[src/sv/tdvtu_pkg.sv]
`default_nettype none
package tdvtu_pkg;

    localparam int SLOTS       = 16;
    localparam int GENE_BITS   = 8;
    localparam int ROW_LEN     = 1 << GENE_BITS;
    localparam int TABLE_DEPTH = SLOTS * ROW_LEN;
    localparam int ADDR_W      = (TABLE_DEPTH > 1) ? $clog2(TABLE_DEPTH) : 1;

    localparam int CFG_IDX_W = 2;
    typedef logic [CFG_IDX_W-1:0] t_cfg_idx;
    localparam t_cfg_idx CFG_LEARN_RATE = 2'd0;
    localparam t_cfg_idx CFG_DISCOUNT   = 2'd1;

    localparam logic [15:0] LEARN_RATE_RST = 16'd3277;
    localparam logic [15:0] DISCOUNT_RST   = 16'd29491;

    typedef logic [ADDR_W-1:0] t_addr;

    typedef struct packed {
        logic              opcode;
        logic [3:0]        slot;
        logic [7:0]        new_chromosome;
        logic [7:0]        old_chromosome;
        logic signed [31:0] reward;
    } t_in_item;

    typedef struct packed {
        logic signed [31:0] value_out;
        logic              saturated;
    } t_out_item;

    typedef struct packed {
        logic [15:0] learn_rate;
        logic [15:0] discount;
    } t_cfg;

    // classified request handed from front to back
    typedef struct packed {
        logic              is_update;
        logic              in_range;
        t_addr             addr_new;
        t_addr             addr_old;
        logic signed [31:0] reward;
    } t_job;

    typedef enum logic [2:0] {
        B_CLEAR,
        B_IDLE,
        B_READ,
        B_DIFF,
        B_STEP,
        B_WB
    } t_bstate;

endpackage
`default_nettype wire

[src/sv/tdvtu_res_q.sv]
`default_nettype none
module tdvtu_res_q
    import tdvtu_pkg::*;
(
    input  wire logic i_clk,
    input  wire logic i_rst_n,
    input  wire logic i_push,
    input  t_out_item i_item,
    output logic      o_room,
    output logic      o_empty,
    input  wire logic i_pop,
    output t_out_item o_item
);

    t_out_item  r_q [2];
    logic       r_wr_ptr;
    logic       r_rd_ptr;
    logic [1:0] r_count, n_count;
    logic       w_pop;

    assign o_room  = (r_count != 2'd2);
    assign o_empty = (r_count == 2'd0);
    assign w_pop   = i_pop && !o_empty;
    assign o_item  = r_q[r_rd_ptr];

    always_comb begin
        n_count = r_count + {1'b0, i_push} - {1'b0, w_pop};
    end

    always_ff @(posedge i_clk) begin
        if (!i_rst_n) begin
            r_wr_ptr <= 1'b0;
            r_rd_ptr <= 1'b0;
            r_count  <= 2'd0;
        end else begin
            r_wr_ptr <= r_wr_ptr ^ i_push;
            r_rd_ptr <= r_rd_ptr ^ w_pop;
            r_count  <= n_count;
        end
    end

    always_ff @(posedge i_clk) begin
        if (i_push) begin
            r_q[r_wr_ptr] <= i_item;
        end
    end

endmodule
`default_nettype wire

[config.mk]
export PLATFORM = sky130hd
export DESIGN_NAME = tdvtu_res_q
export DESIGN_NICKNAME = d
export VERILOG_FILES = /design/src/sv/tdvtu_pkg.sv /design/src/sv/tdvtu_res_q.sv
export SDC_FILE = /design/constraint.sdc
export NUM_CORES = 1
export LEC_CHECK = 0
export ABC_AREA = 1
export ABC_CLOCK_PERIOD_IN_PS = 4900
export BUFFER_PORTS_ARGS = -buffer_cell sky130_fd_sc_hd__buf_2
export CAP_MARGIN = 20
export CORE_MARGIN = 2
export CORE_UTILIZATION = 53
export CTS_BUF_LIST = sky130_fd_sc_hd__clkbuf_2
export DETAILED_ROUTE_END_ITERATION = 6
export GPL_TIMING_DRIVEN = 1
export PLACE_DENSITY = 0.83
export SLEW_MARGIN = 20
export SYNTH_ARGS = -nofsm -noshare
export SYNTH_HDL_FRONTEND = slang
export SYNTH_SLANG_ARGS = --single-unit
[constraint.sdc]
create_clock -name i_clk -period 4.9 [get_ports i_clk]
set_input_delay 0.245 -clock i_clk [delete_from_list [all_inputs] [get_ports i_clk]]
set_output_delay 0.245 -clock i_clk [all_outputs]
set_load 0.02 [all_outputs]
==> results.md <==
* Run status: completed
* Max-cap viol count at 0
* Num CTS Buffers at 9
* Crit-path max cell delay at about 1.1 ns
* Register area share after synthesis at 0.747
* Top-count cell post-synth: edfxtp_1
* Final worst path period need at 2.35 ns
* Postcts setup bufs at 0
* DP HPWL at about 2600 um
* Largest net degree at the start of global routing at 34
* Clk pwr share at 0.229
* Met1 wire length at approximately 1800 um
* Metal2 WL at about 2400 um
* Measured slew at the worst slew-check pin at 1.05 ns
* Placed Cells at roughly 280
* Top sig layer: met4
* FFs w/ async S/R, synth at 0
* CTS max path bufs at 2
* Core area at between 5000 and 6000 um^2
* Die W at approximately 77 um
* Crit path kind: reg -> out
* WL final at between 4000 and 5000 um
* Critical path fanouts, max at 33
* Setup violators final at 0
* Share of power burned in registers at 0.511
* Dpl ws at 3.02 ns
* Critical Path AT at roughly 2.1 ns
* DRC Markers at 0
* Setup TNS at 0 ns
* # diodes at 0
* Max rail drop VDD at ~340 uV
* PD cells at between 400 and 500 nW/um^2
* Slew Limit Headroom at 0.298
* Worst Setup Start Kind: register
* Post-Syn Instances at approximately 140
* Number of global-route vias before repair at approximately 1600
* First-pass iteration count of the detailed router at 4
* First-pass GRT wire length at between 7000 and 8000 um
* Fraction of layout cells with a size suffix above 1 at 0.469
* Final cell count without fillers at 324
* Post-synth EDFFs at 66
* DRT iter0 DRCs at 58
* Initial antenna violation count at 0
* Clock Root Buffer: clkbuf_2
* P&R area growth vs syn at 30.1%
* Gate power share at 0.261
* Setup WS post-layout at about 2.6 ns
* Final ANT Viol Nets at 0
* Leak at ~1.5 nW
* Mapped cell area at about 2800 um^2
* Die ar. at between 5000 and 6000 um^2
* GRT overflow at 0
* Synth warn at 0
* WL/cell at around 14 um
* Vias at approximately 1500
* Largest cells by area after synthesis: edfxtp_1 (71%), mux2_4 (16%), dfxtp_1 (3.6%), buf_12 (2.2%), ha_1 (1.8%)
* IO buf count at 71
* CTS clock-pin slew for the worst setup and hold paths at around 0.16 ns
* CP Cell Sequence: mux2_2 -> buf_2
* Global router's overall resource usage at 0.167
* Clk sinks at just over 70
* Commonest cells in the netlist: edfxtp_1 (66), mux2_4 (30), inv_1 (9)
* Initial Utilization at 0.546
* Hold Vio Cnt, Final at 0
* R2r setup slk at about 3.4 ns
* Crit-path slowest cell: dfxtp_2
* Gpl congestion at about 0.70
* Layout Skew at 0.00912 ns
* Share of the synthesized area in the top cell type at 0.711
* Final Util at 0.710
* RSZ-0062 raised after global routing: no
* Hold crit path type: in -> reg
* Tcrit/Tclk final at 0.479
* Highest clock rate at ~430 MHz
* Switching power at ~430 uW
* Syn_area_per_cell at just over 20 um^2
* Worst skew pair latency at between 0.4 and 0.5 ns
* CTS tree: done
* Slew Viols, Final at 0
* Unique masters post-synth at 12
* DR WL met3 at approximately 260 um
* Synth area leader: edfxtp_1
* Ys flop type: edfxtp_1
* Ports at approximately 70
* Vias per cell at between 4 and 5
* # rows at 26
* Worst EP required at roughly 4.7 ns
* Resized Gates After CTS at 0
* Register bit total from synthesis at between 70 and 80
* DIE HEIGHT at roughly 77 um
* Net count, final at a little under 300
* Switching Share at 0.285
* Crit end category: output pin
* H-tree lvl count at 3
* Post-synthesis net count at between 150 and 200
* Int Power at around 1.1 mW
==> per-stage QoR <==
step	total power, mW	hold WS, ns	cell area (um^2)
2_1_floorplan	1.08	0.338	2790
3_3_place_gp	1.14	0.433	3170
3_5_place_dp	1.15	0.437	3170
4_1_cts	1.51	0.0411	3630
5_1_grt	1.58	0.0180	3630
6_report	1.51	0.0761	3630
==> worst paths after layout <==
check | endpoint | from | depth (start not counted)
setup / recovery | o_item[30] | register | 2
setup reg to reg | r_count[1] | r_count[1] | 9
hold reg to reg | r_rd_ptr | r_rd_ptr | 2
hold / removal | register | i_pop | 4
==> routing by layer <==
layer	track usage	vias to the layer above
met5	0	-
met4	0.0927	0
met3	0.0486	12
met2	0.305	58
met1	0.169	707
li1	-	737
==> layout make-up <==
class | count | area, um^2
Sequential cell | 71 | 2080
Multi-Input combinational cell | 54 | 607
Tap cell | 70 | 87.6
Clock inverter | 6 | 76.3
Timing Repair Buffer | 105 | 696
Inverter | 9 | 33.8
Fill cell | 328 | 1480
Clock buffer | 9 | 45.0
==> power groups by stage <==
stage | logic, mW | clock network, mW | registers [mW]
2_1_floorplan | 0.339 | 0 | 0.738
3_3_place_gp | 0.362 | 0 | 0.782
3_5_place_dp | 0.368 | 0 | 0.785
4_1_cts | 0.390 | 0.350 | 0.771
5_1_grt | 0.420 | 0.379 | 0.776
6_report | 0.392 | 0.344 | 0.769
==> state kept, by name, summed over array words and instances (netlist names), named ones only <==
signal    cells
r_wr_ptr      1
r_rd_ptr      1
r_count       2
r_q          66
==> cells in the final DEF, fill, tap and decap left out, drive strengths merged <==
cell type	instances
nand3	2
inv	9
nor2	7
edfxtp	66
a21oi	1
buf	71
clkbuf	9
mux2	33
nand2	7
clkinv	4
dlygate4sd3	34
bufinv	2
dfxtp	5
ha	4
==> logic make-up after synthesis <==
kind of cell               count (synthesis)  synth area share
AOI/OAI and AO/OA                          1           0.00179
adders and majority gates                  4            0.0179
buffers and inverters                     13            0.0377
DFF                                       71             0.747
muxes                                     33             0.174
and+or+nand+nor                           16            0.0224
==> what timing repair did <==
item / in CTS / in global routing
hold buffers: 34 / 0
hold endpoints to repair: 69 / 0
endpoints found under the setup margin: 0 / 0
==> worst max-delay path, delay by kind of cell, from the launching register on <==
family | cells | cell delay (ns)
DFF | 1 | 1.06
muxes | 1 | 0.42
buffers and inverters | 1 | 0.16
No activity file was read; power rests on OpenSTA's default activity.
